--- config.mk ---
export PLATFORM = sky130hd
export DESIGN_NAME = crossbar_matching_completion_core_flat
export DESIGN_NICKNAME = d
export VERILOG_FILES = /design/src/rtl/core/cmc_pkg.sv /design/src/rtl/core/cmc_in_if.sv /design/src/rtl/core/cmc_out_if.sv /design/src/rtl/core/cmc_port_store.sv /design/src/rtl/core/cmc_free_scan.sv /design/src/rtl/core/crossbar_matching_completion_core.sv /design/src/flat_wrapper.sv
export SDC_FILE = /design/constraint.sdc
export NUM_CORES = 1
export LEC_CHECK = 0
export BUFFER_PORTS_ARGS = -buffer_cell sky130_fd_sc_hd__buf_2
export CORE_ASPECT_RATIO = 0.5
export CORE_MARGIN = 2
export CORE_UTILIZATION = 59
export CTS_BUF_LIST = sky130_fd_sc_hd__clkbuf_16
export CTS_CLUSTER_DIAMETER = 150
export DETAILED_ROUTE_END_ITERATION = 8
export PLACE_DENSITY = 0.74
export SETUP_SLACK_MARGIN = 0.4
export SYNTH_ARGS = -nofsm -noshare
export SYNTH_HDL_FRONTEND = slang
export SYNTH_SLANG_ARGS = --single-unit
export TNS_END_PERCENT = 50
--- constraint.sdc ---
create_clock -name clk -period 5.5 [get_ports clk]
set_input_delay 0.825 -clock clk [delete_from_list [all_inputs] [get_ports clk]]
set_output_delay 0.825 -clock clk [all_outputs]
set_load 0.05 [all_outputs]
--- src/rtl/core/cmc_pkg.sv ---
// ----------------------------------------------------------------------------
// cmc_pkg
// Shared constants and types for the crossbar matching completion block.
// ----------------------------------------------------------------------------
package cmc_pkg;

  // Default number of crossbar ports
  localparam int PORTS_DEFAULT = 32;

  // Port field width on the channels
  localparam int PORT_W = 5;

  // Control from the sequencer to the free-output scanner
  typedef struct packed {
    logic              mark;       // mark mark_port as taken (if in range)
    logic [PORT_W-1:0] mark_port;  // output named by a matched input
    logic              advance;    // step the free-output pointer
    logic              clear;      // end of set: clear map and pointer
  } scan_ctrl_t;

endpackage

--- src/rtl/core/cmc_in_if.sv ---
// ----------------------------------------------------------------------------
// cmc_in_if
// Valid/ready channel carrying one loaded input port of a matching.
// ----------------------------------------------------------------------------
interface cmc_in_if;
  import cmc_pkg::*;

  logic              valid;
  logic              ready;
  logic              is_unmatched;
  logic [PORT_W-1:0] target_port;
  logic              last_entry;

  modport source (output valid, output is_unmatched, output target_port,
                  output last_entry, input ready);
  modport sink   (input valid, input is_unmatched, input target_port,
                  input last_entry, output ready);
endinterface

--- src/rtl/core/cmc_out_if.sv ---
// ----------------------------------------------------------------------------
// cmc_out_if
// Valid/ready channel carrying one completed input-to-output pairing.
// ----------------------------------------------------------------------------
interface cmc_out_if;
  import cmc_pkg::*;

  logic              valid;
  logic              ready;
  logic [PORT_W-1:0] source_port;
  logic [PORT_W-1:0] granted_port;
  logic              was_filled;
  logic              last_result;

  modport source (output valid, output source_port, output granted_port,
                  output was_filled, output last_result, input ready);
  modport sink   (input valid, input source_port, input granted_port,
                  input was_filled, input last_result, output ready);
endinterface

--- src/rtl/core/cmc_port_store.sv ---
// ----------------------------------------------------------------------------
// cmc_port_store
// Per-input store of unmatched flag and target, one write and one
// registered read per cycle.
// ----------------------------------------------------------------------------
module cmc_port_store #(
  parameter int PORTS = cmc_pkg::PORTS_DEFAULT
) (
  input  logic                        clk,
  input  logic                        we,
  input  logic [$clog2(PORTS)-1:0]    waddr,
  input  logic                        wunm,
  input  logic [cmc_pkg::PORT_W-1:0]  wtgt,
  input  logic [$clog2(PORTS)-1:0]    raddr,
  output logic                        runm,
  output logic [cmc_pkg::PORT_W-1:0]  rtgt
);
  import cmc_pkg::*;

  logic [PORT_W-1:0] tgt_mem [PORTS];
  logic              unm_mem [PORTS];

  // Write port
  always_ff @(posedge clk) begin
    if (we) begin
      tgt_mem[waddr] <= wtgt;
      unm_mem[waddr] <= wunm;
    end
  end

  // Registered read port
  always_ff @(posedge clk) begin
    rtgt <= tgt_mem[raddr];
    runm <= unm_mem[raddr];
  end

endmodule

--- src/rtl/core/cmc_free_scan.sv ---
// ----------------------------------------------------------------------------
// cmc_free_scan
// Taken-output map and the free-output pointer; the pointer steps one
// output per cycle under sequencer control.
// ----------------------------------------------------------------------------
module cmc_free_scan #(
  parameter int PORTS = cmc_pkg::PORTS_DEFAULT
) (
  input  logic                        clk,
  input  logic                        rst,
  input  cmc_pkg::scan_ctrl_t         ctrl,
  input  logic [$clog2(PORTS+1)-1:0]  set_size,
  output logic [$clog2(PORTS+1)-1:0]  free_idx,
  output logic                        avail,
  output logic                        hit
);
  import cmc_pkg::*;

  localparam int IW = $clog2(PORTS);
  localparam int CW = $clog2(PORTS + 1);

  logic [PORTS-1:0] taken;
  logic [CW-1:0]    ptr;

  // Pointer still inside the set, and whether it sits on a taken output
  assign avail    = (ptr < set_size);
  assign hit      = avail && taken[ptr[IW-1:0]];
  assign free_idx = ptr;

  // Taken map: set by matched inputs, cleared at end of set
  always_ff @(posedge clk) begin
    if (rst || ctrl.clear) begin
      taken <= '0;
    end else if (ctrl.mark && (32'(ctrl.mark_port) < 32'(PORTS))) begin
      taken[IW'(ctrl.mark_port)] <= 1'b1;
    end
  end

  // Free-output pointer: the shared incrementer
  always_ff @(posedge clk) begin
    if (rst || ctrl.clear) begin
      ptr <= '0;
    end else if (ctrl.advance) begin
      ptr <= ptr + CW'(1);
    end
  end

endmodule

--- src/rtl/core/crossbar_matching_completion_core.sv ---
// ----------------------------------------------------------------------------
// crossbar_matching_completion_core
// Completes a partial crossbar matching: free outputs go to unmatched inputs.
// ----------------------------------------------------------------------------
// Usage:
//   items   : one transaction per input port, in port order. is_unmatched
//             marks a port with no output; otherwise target_port is its
//             output. last_entry closes the set. Ports beyond PORTS are
//             dropped, but their last_entry still closes the set.
//   results : one transaction per loaded port, in port order, carrying the
//             granted output, was_filled for ports loaded as unmatched, and
//             last_result on the final one.
// Timing: loading accepts one item per cycle. After the last item, ready is
//   low while results are produced: each result passes the store read, scan
//   check and output load steps, and in the scan check the free-output
//   pointer also steps over each taken output it meets. The single
//   free-output pointer and the one store read port bound how fast results
//   are produced.
// Stall: the output register holds a result until it is taken; the
//   sequencer waits in its output step meanwhile.
// Reset: clears the taken map, load count, pointer and output valid. The
//   port store needs no clearing; only loaded entries are ever read.
// ----------------------------------------------------------------------------
module crossbar_matching_completion_core #(
  parameter int PORTS = cmc_pkg::PORTS_DEFAULT
) (
  input  logic      clk,
  input  logic      rst,
  cmc_in_if.sink    items,
  cmc_out_if.source results
);
  import cmc_pkg::*;

  localparam int IW = $clog2(PORTS);
  localparam int CW = $clog2(PORTS + 1);

  typedef enum logic [3:0] {
    S_LOAD = 4'b0001,
    S_READ = 4'b0010,
    S_SCAN = 4'b0100,
    S_OUT  = 4'b1000
  } state_t;

  state_t            state, state_next;
  logic [CW-1:0]     count;      // ports loaded in this set
  logic [CW-1:0]     set_size;   // size of set being emitted
  logic [CW-1:0]     port_idx;   // input port being emitted
  logic              out_valid;
  logic [PORT_W-1:0] out_src;
  logic [PORT_W-1:0] out_grant;
  logic              out_filled;
  logic              out_last;

  logic              in_fire;
  logic              store_we;
  logic              rd_unm;
  logic [PORT_W-1:0] rd_tgt;
  logic [CW-1:0]     free_idx;
  logic              avail;
  logic              hit;
  logic              out_load;
  logic              set_done;
  scan_ctrl_t        ctrl;

  assign items.ready = (state == S_LOAD);
  assign in_fire     = items.valid && items.ready;
  assign store_we    = in_fire && (count < CW'(PORTS));

  // Output register loads once the slot is free
  assign out_load = (state == S_OUT) && (!out_valid || results.ready);
  assign set_done = (port_idx + CW'(1)) == set_size;

  cmc_port_store #(.PORTS(PORTS)) u_store (
    .clk   (clk),
    .we    (store_we),
    .waddr (count[IW-1:0]),
    .wunm  (items.is_unmatched),
    .wtgt  (items.target_port),
    .raddr (port_idx[IW-1:0]),
    .runm  (rd_unm),
    .rtgt  (rd_tgt)
  );

  // Scanner control
  always_comb begin
    ctrl.mark      = store_we && !items.is_unmatched;
    ctrl.mark_port = items.target_port;
    ctrl.advance   = ((state == S_SCAN) && rd_unm && hit) ||
                     (out_load && rd_unm && avail);
    ctrl.clear     = out_load && set_done;
  end

  cmc_free_scan #(.PORTS(PORTS)) u_scan (
    .clk      (clk),
    .rst      (rst),
    .ctrl     (ctrl),
    .set_size (set_size),
    .free_idx (free_idx),
    .avail    (avail),
    .hit      (hit)
  );

  // Sequencer
  always_comb begin
    state_next = state;
    case (state)
      S_LOAD: if (in_fire && items.last_entry) state_next = S_READ;
      S_READ: state_next = S_SCAN;
      S_SCAN: if (!(rd_unm && hit)) state_next = S_OUT;
      S_OUT: begin
        if (out_load) state_next = set_done ? S_LOAD : S_READ;
      end
      default: state_next = S_LOAD;
    endcase
  end

  always_ff @(posedge clk) begin
    if (rst) begin
      state    <= S_LOAD;
      count    <= '0;
      set_size <= '0;
      port_idx <= '0;
    end else begin
      state <= state_next;
      if (store_we) count <= count + CW'(1);
      if (in_fire && items.last_entry) begin
        set_size <= store_we ? count + CW'(1) : count;
        port_idx <= '0;
      end
      if (out_load) begin
        if (set_done) count <= '0;
        port_idx <= port_idx + CW'(1);
      end
    end
  end

  // Result register
  always_ff @(posedge clk) begin
    if (rst) begin
      out_valid <= 1'b0;
    end else if (out_load) begin
      out_valid <= 1'b1;
    end else if (results.ready) begin
      out_valid <= 1'b0;
    end
  end

  always_ff @(posedge clk) begin
    if (out_load) begin
      out_src    <= PORT_W'(port_idx);
      out_filled <= rd_unm;
      out_last   <= set_done;
      if (!rd_unm)     out_grant <= rd_tgt;
      else if (avail)  out_grant <= PORT_W'(free_idx);
      else             out_grant <= '0;
    end
  end

  assign results.valid        = out_valid;
  assign results.source_port  = out_src;
  assign results.granted_port = out_grant;
  assign results.was_filled   = out_filled;
  assign results.last_result  = out_last;

  // Load count never passes the port count
  a_count_range: assert property (@(posedge clk) disable iff (rst)
    count <= CW'(PORTS))
    else $error("load count above PORTS");

  // A filled grant never lands on a taken output
  a_grant_free: assert property (@(posedge clk) disable iff (rst)
    (out_load && rd_unm && avail) |-> !hit)
    else $error("filled grant on taken output");

  // Closing result clears the set
  a_set_clear: assert property (@(posedge clk) disable iff (rst)
    (out_load && set_done) |=> (count == '0) && (state == S_LOAD))
    else $error("set not cleared after last result");

  // Emitted port index stays inside the set
  a_idx_range: assert property (@(posedge clk) disable iff (rst)
    (state == S_OUT) |-> (port_idx < set_size))
    else $error("emitted port outside set");

endmodule
--- src/flat_wrapper.sv ---
// flat-port wrapper written by rule: the top's interface ports become plain ports
module crossbar_matching_completion_core_flat import cmc_pkg::*;
#(
  parameter int PORTS = cmc_pkg::PORTS_DEFAULT
)
  (clk, rst, items_valid, items_is_unmatched, items_target_port, items_last_entry, items_ready, results_valid, results_source_port, results_granted_port, results_was_filled, results_last_result, results_ready);
  cmc_in_if items_i ();
  cmc_out_if results_i ();
  input  logic clk;
  input  logic rst;
  input wire logic [$bits(items_i.valid)-1:0] items_valid;
  input wire logic [$bits(items_i.is_unmatched)-1:0] items_is_unmatched;
  input wire logic [$bits(items_i.target_port)-1:0] items_target_port;
  input wire logic [$bits(items_i.last_entry)-1:0] items_last_entry;
  output wire logic [$bits(items_i.ready)-1:0] items_ready;
  output wire logic [$bits(results_i.valid)-1:0] results_valid;
  output wire logic [$bits(results_i.source_port)-1:0] results_source_port;
  output wire logic [$bits(results_i.granted_port)-1:0] results_granted_port;
  output wire logic [$bits(results_i.was_filled)-1:0] results_was_filled;
  output wire logic [$bits(results_i.last_result)-1:0] results_last_result;
  input wire logic [$bits(results_i.ready)-1:0] results_ready;
  assign items_i.valid = items_valid;
  assign items_i.is_unmatched = items_is_unmatched;
  assign items_i.target_port = items_target_port;
  assign items_i.last_entry = items_last_entry;
  assign items_ready = items_i.ready;
  assign results_valid = results_i.valid;
  assign results_source_port = results_i.source_port;
  assign results_granted_port = results_i.granted_port;
  assign results_was_filled = results_i.was_filled;
  assign results_last_result = results_i.last_result;
  assign results_i.ready = results_ready;
  crossbar_matching_completion_core #(.PORTS(PORTS)) u_core (.clk(clk), .rst(rst), .items(items_i), .results(results_i));
endmodule
==> metrics.md <==
| Metric | Value |
|---|---|
| Leading area contributor after synthesis | `edfxtp_1` |
| Die extent in x | `~200 µm` |
| Unrepaired setup endpoints after global routing | `no` |
| Commonest non-fill, non-tap cell in the layout | `edfxtp_1` |
| WHS | `approximately 460 ps` |
| Cts repair resizes | `0` |
| Distinct cells, synth | `59` |
| First-pass GRT wire length | `around 35 mm` |
| Layout Skew | `~11 ps` |
| Yosys reg bits | `271` |
| PD cells | `between 300 and 400 nW/µm²` |
| Syn_nets | `701` |
| NumNets Final | `between 700 and 800` |
| Area contributors post-synth | `edfxtp_1 (56%), mux4_2 (13%), dfxtp_1 (12%)` |
| Normalized max-slew margin | `0.2064` |
| Placed Cells | `915` |
| CTS Sinks | `roughly 270` |
| Crit Path Max Fanout | `44` |
| Most frequent cells in the layout | `edfxtp_1 (204), nor2_1 (95), dfxtp_1 (65), mux4_2 (64), a21oi_1 (42)` |
| Share of cells above drive strength 1 | `0.1983` |
| Hold-critical path depth | `2` |
| DRC errors left | `0` |
| Leakage power | `around 4 nW` |
| Final TNS setup | `0 ps` |
| Stages on worst setup path | `7` |
| Max Freq | `about 320 MHz` |
| Status | `finished, final reports clean` |
| Routability cong. | `roughly 0.82` |
| Post-synth EDFFs | `204` |
| Synth Instances | `679` |
| Vias | `roughly 6,000` |
| Num rows | `35` |
| Compound-Gate Fraction of Synth Area | `0.04913` |
| Largest family of logic cells by synthesized area | `multiplexers` |
| Sequential element share of the synthesized area | `0.6803` |
| Initial antenna violation count | `1` |
| Largest net degree at the start of global routing | `between 50 and 60` |
| Main synth FF type | `edfxtp_1` |
| Max Root-Sink Buffers | `3` |
| Initial core utilization | `0.5997` |
| CTS tree | `yes` |
| Final Core Density | `0.6534` |
| Simple-gate share of the synthesized area | `0.07352` |
| Crit. End Element | `flop` |
| Reg2Reg Depth | `7` |
| Clock transition at path regs | `70 ps` |
| Period utilisation layout | `0.5604` |
| Tmin final | `3082 ps` |
| Area share of xor/xnor cells in the synthesized design | `0.009575` |
| First-pass DRT Iterations | `7` |
| All-Layer GR Usage | `0.2427` |
| Final std cells w/o fill | `around 960` |
| Avg Cell Area, Syn | `16.17 µm²` |
| Hold_buf cts | `0` |
| Antenna viol nets, final | `0` |
| DRT Wirelength | `22.92 mm` |
| Power Total | `about 3.9 mW` |
| Worst Hold Class | `flop to flop` |
| VDD IR-drop max | `about 190 µV` |
| Synth Area in Adders | `0.01254` |
| CP Data Required Time | `5870 ps` |
| GRT Residual Overflow | `0` |
| Final HPWL DP | `approximately 14 mm` |
| Core area | `18,310 µm²` |
| Crit path DAT | `approximately 3500 ps` |
| Yosys synthesis warning count | `0` |
| Area grow syn2layout | `8.959%` |
| Inserted Clock Buffers | `23` |
| Crit path largest cell delay | `1100 ps` |
| Netlist Area Pre-Place | `10,980 µm²` |
| Worst-margin pin slew | `approximately 1200 ps` |
| Post-synth ARST share | `0` |
| Die area | `slightly below 20,000 µm²` |
| Vias per cell | `between 6 and 7` |
| Final Max Slew Viols | `0` |
| Final hold vios | `0` |
| Cell Chain, Critical Path | `nand3_1, nor3_1, a31oi_1, nor4_1, a21o_1, buf_4, nor2_1` |
| Final setup vio count | `0` |
| Worst path top cell family by delay | `simple AND/OR/NAND/NOR gates` |
| Kind of critical path | `flop to flop` |
| Setup bufs post-CTS | `0` |
| Startpoint Class | `flop` |
| Synth top area share | `0.5581` |
| H-tree depth | `1` |
| Clock latency on the worst-skew pair | `510 ps` |
| Root buffer cell | `clkbuf_16` |
| Post-synthesis mux area share | `0.1532` |
| Num ports | `25` |
| Post-DR wirelength/cell | `23.95 µm` |
| DRT iter0 DRCs | `roughly 650` |
| Crit-path slowest cell | `dfxtp_1` |
| Crit path buf inv count | `1` |
| Max-Cap Viols | `0` |
| Via count of the first global-routing pass | `between 5,000 and 6,000` |
| Port Buffers | `24` |
| Vert. Die Dim | `approximately 100 µm` |
## path summary, 6_finish.rpt
| path | slack [ps] | to | start |
|---|---|---|---|
| max reg2reg | 2420 | u_core.u_scan.taken[3] | u_core.port_idx[2] |
| max | 2420 | u_core.u_scan.taken[3] | u_core.port_idx[2] |
| min | 460 | u_core.u_scan.taken[27] | u_core.u_scan.taken[27] |
| min reg2reg | 460 | u_core.u_scan.taken[27] | u_core.u_scan.taken[27] |
## sequential cells by signal (all words and copies together), names as in the netlist, 5 cells and up
| name | count |
|---|---|
| u_core.count | 6 |
| u_core.u_scan.free_idx | 6 |
| u_core.u_scan.taken | 32 |
| u_core.set_size | 6 |
| u_core.u_store.unm_mem | 32 |
| u_core.u_store.tgt_mem | 160 |
| u_core.results.source_port | 5 |
| u_core.results.granted_port | 5 |
| u_core.u_store.rtgt | 5 |
| u_core.port_idx | 6 |
## per-layer routing
| layer | GRT usage | vias up | share of wire | routed length (µm) |
|---|---|---|---|---|
| met5 | 0 | - | 0 | 0 |
| met3 | 0.04951 | 42 | 0.084 | 1921 |
| met4 | 0.06015 | 0 | 0.022 | 497 |
| met1 | 0.3725 | 3028 | 0.44 | 10120 |
| met2 | 0.3626 | 238 | 0.45 | 10380 |
| li1 | - | 2677 | - | - |
## cell usage after synthesis (6+ instances only)
master / number
nand2_1: 14
clkbuf_1: 13
inv_1: 20
a211oi_1: 6
mux4_2: 64
nor2_1: 95
o21ai_1: 10
dfxtp_1: 67
ha_1: 11
xnor2_1: 6
edfxtp_1: 204
mux2_2: 7
nand3_1: 7
xor2_1: 6
buf_2: 14
a21oi_1: 42
## power breakdown
group	leakage (nW)	internal, mW	total [mW]	switching, mW
Clock	0.364	0.801	1.49	0.685
Combinational	1.14	0.0425	0.140	0.0975
Sequential	2.39	2.22	2.24	0.0182
## stage by stage
step           worst slack (ps)  area [µm²]
2_1_floorplan              2734       10980
3_3_place_gp               2576       11290
3_5_place_dp               2491       11290
4_1_cts                    2465       11960
5_1_grt                    2170       11960
6_report                   2418       11960
## cell type report
class                      instances  area (µm²)
clock inverter                    18       95.09
inverter                          21       78.83
fill                            1253        6345
clock buffer                      23       575.6
sequential                       271        7472
multi-input combinational        353        3271
antenna                            1       2.502
timing repair buffer              30       165.2
tap                              240       300.3
## worst reg2reg max path, cell delays in order, from the launching register on
cell and delay [ps]:
dfxtp_1 1100, nand3_1 280, nor3_1 230, a31oi_1 60
nor4_1 550, a21o_1 200, buf_4 400, nor2_1 130
## kinds of logic after synthesis
group,Yosys count
flip-flops,271
AND/OR/NAND/NOR,163
AO/OA/AOI/OAI,88
multiplexers,79
buffers and inverters,55
XOR/XNOR,12
adder cells (fa/ha/maj),11
(Power assumes the default switching activity.)
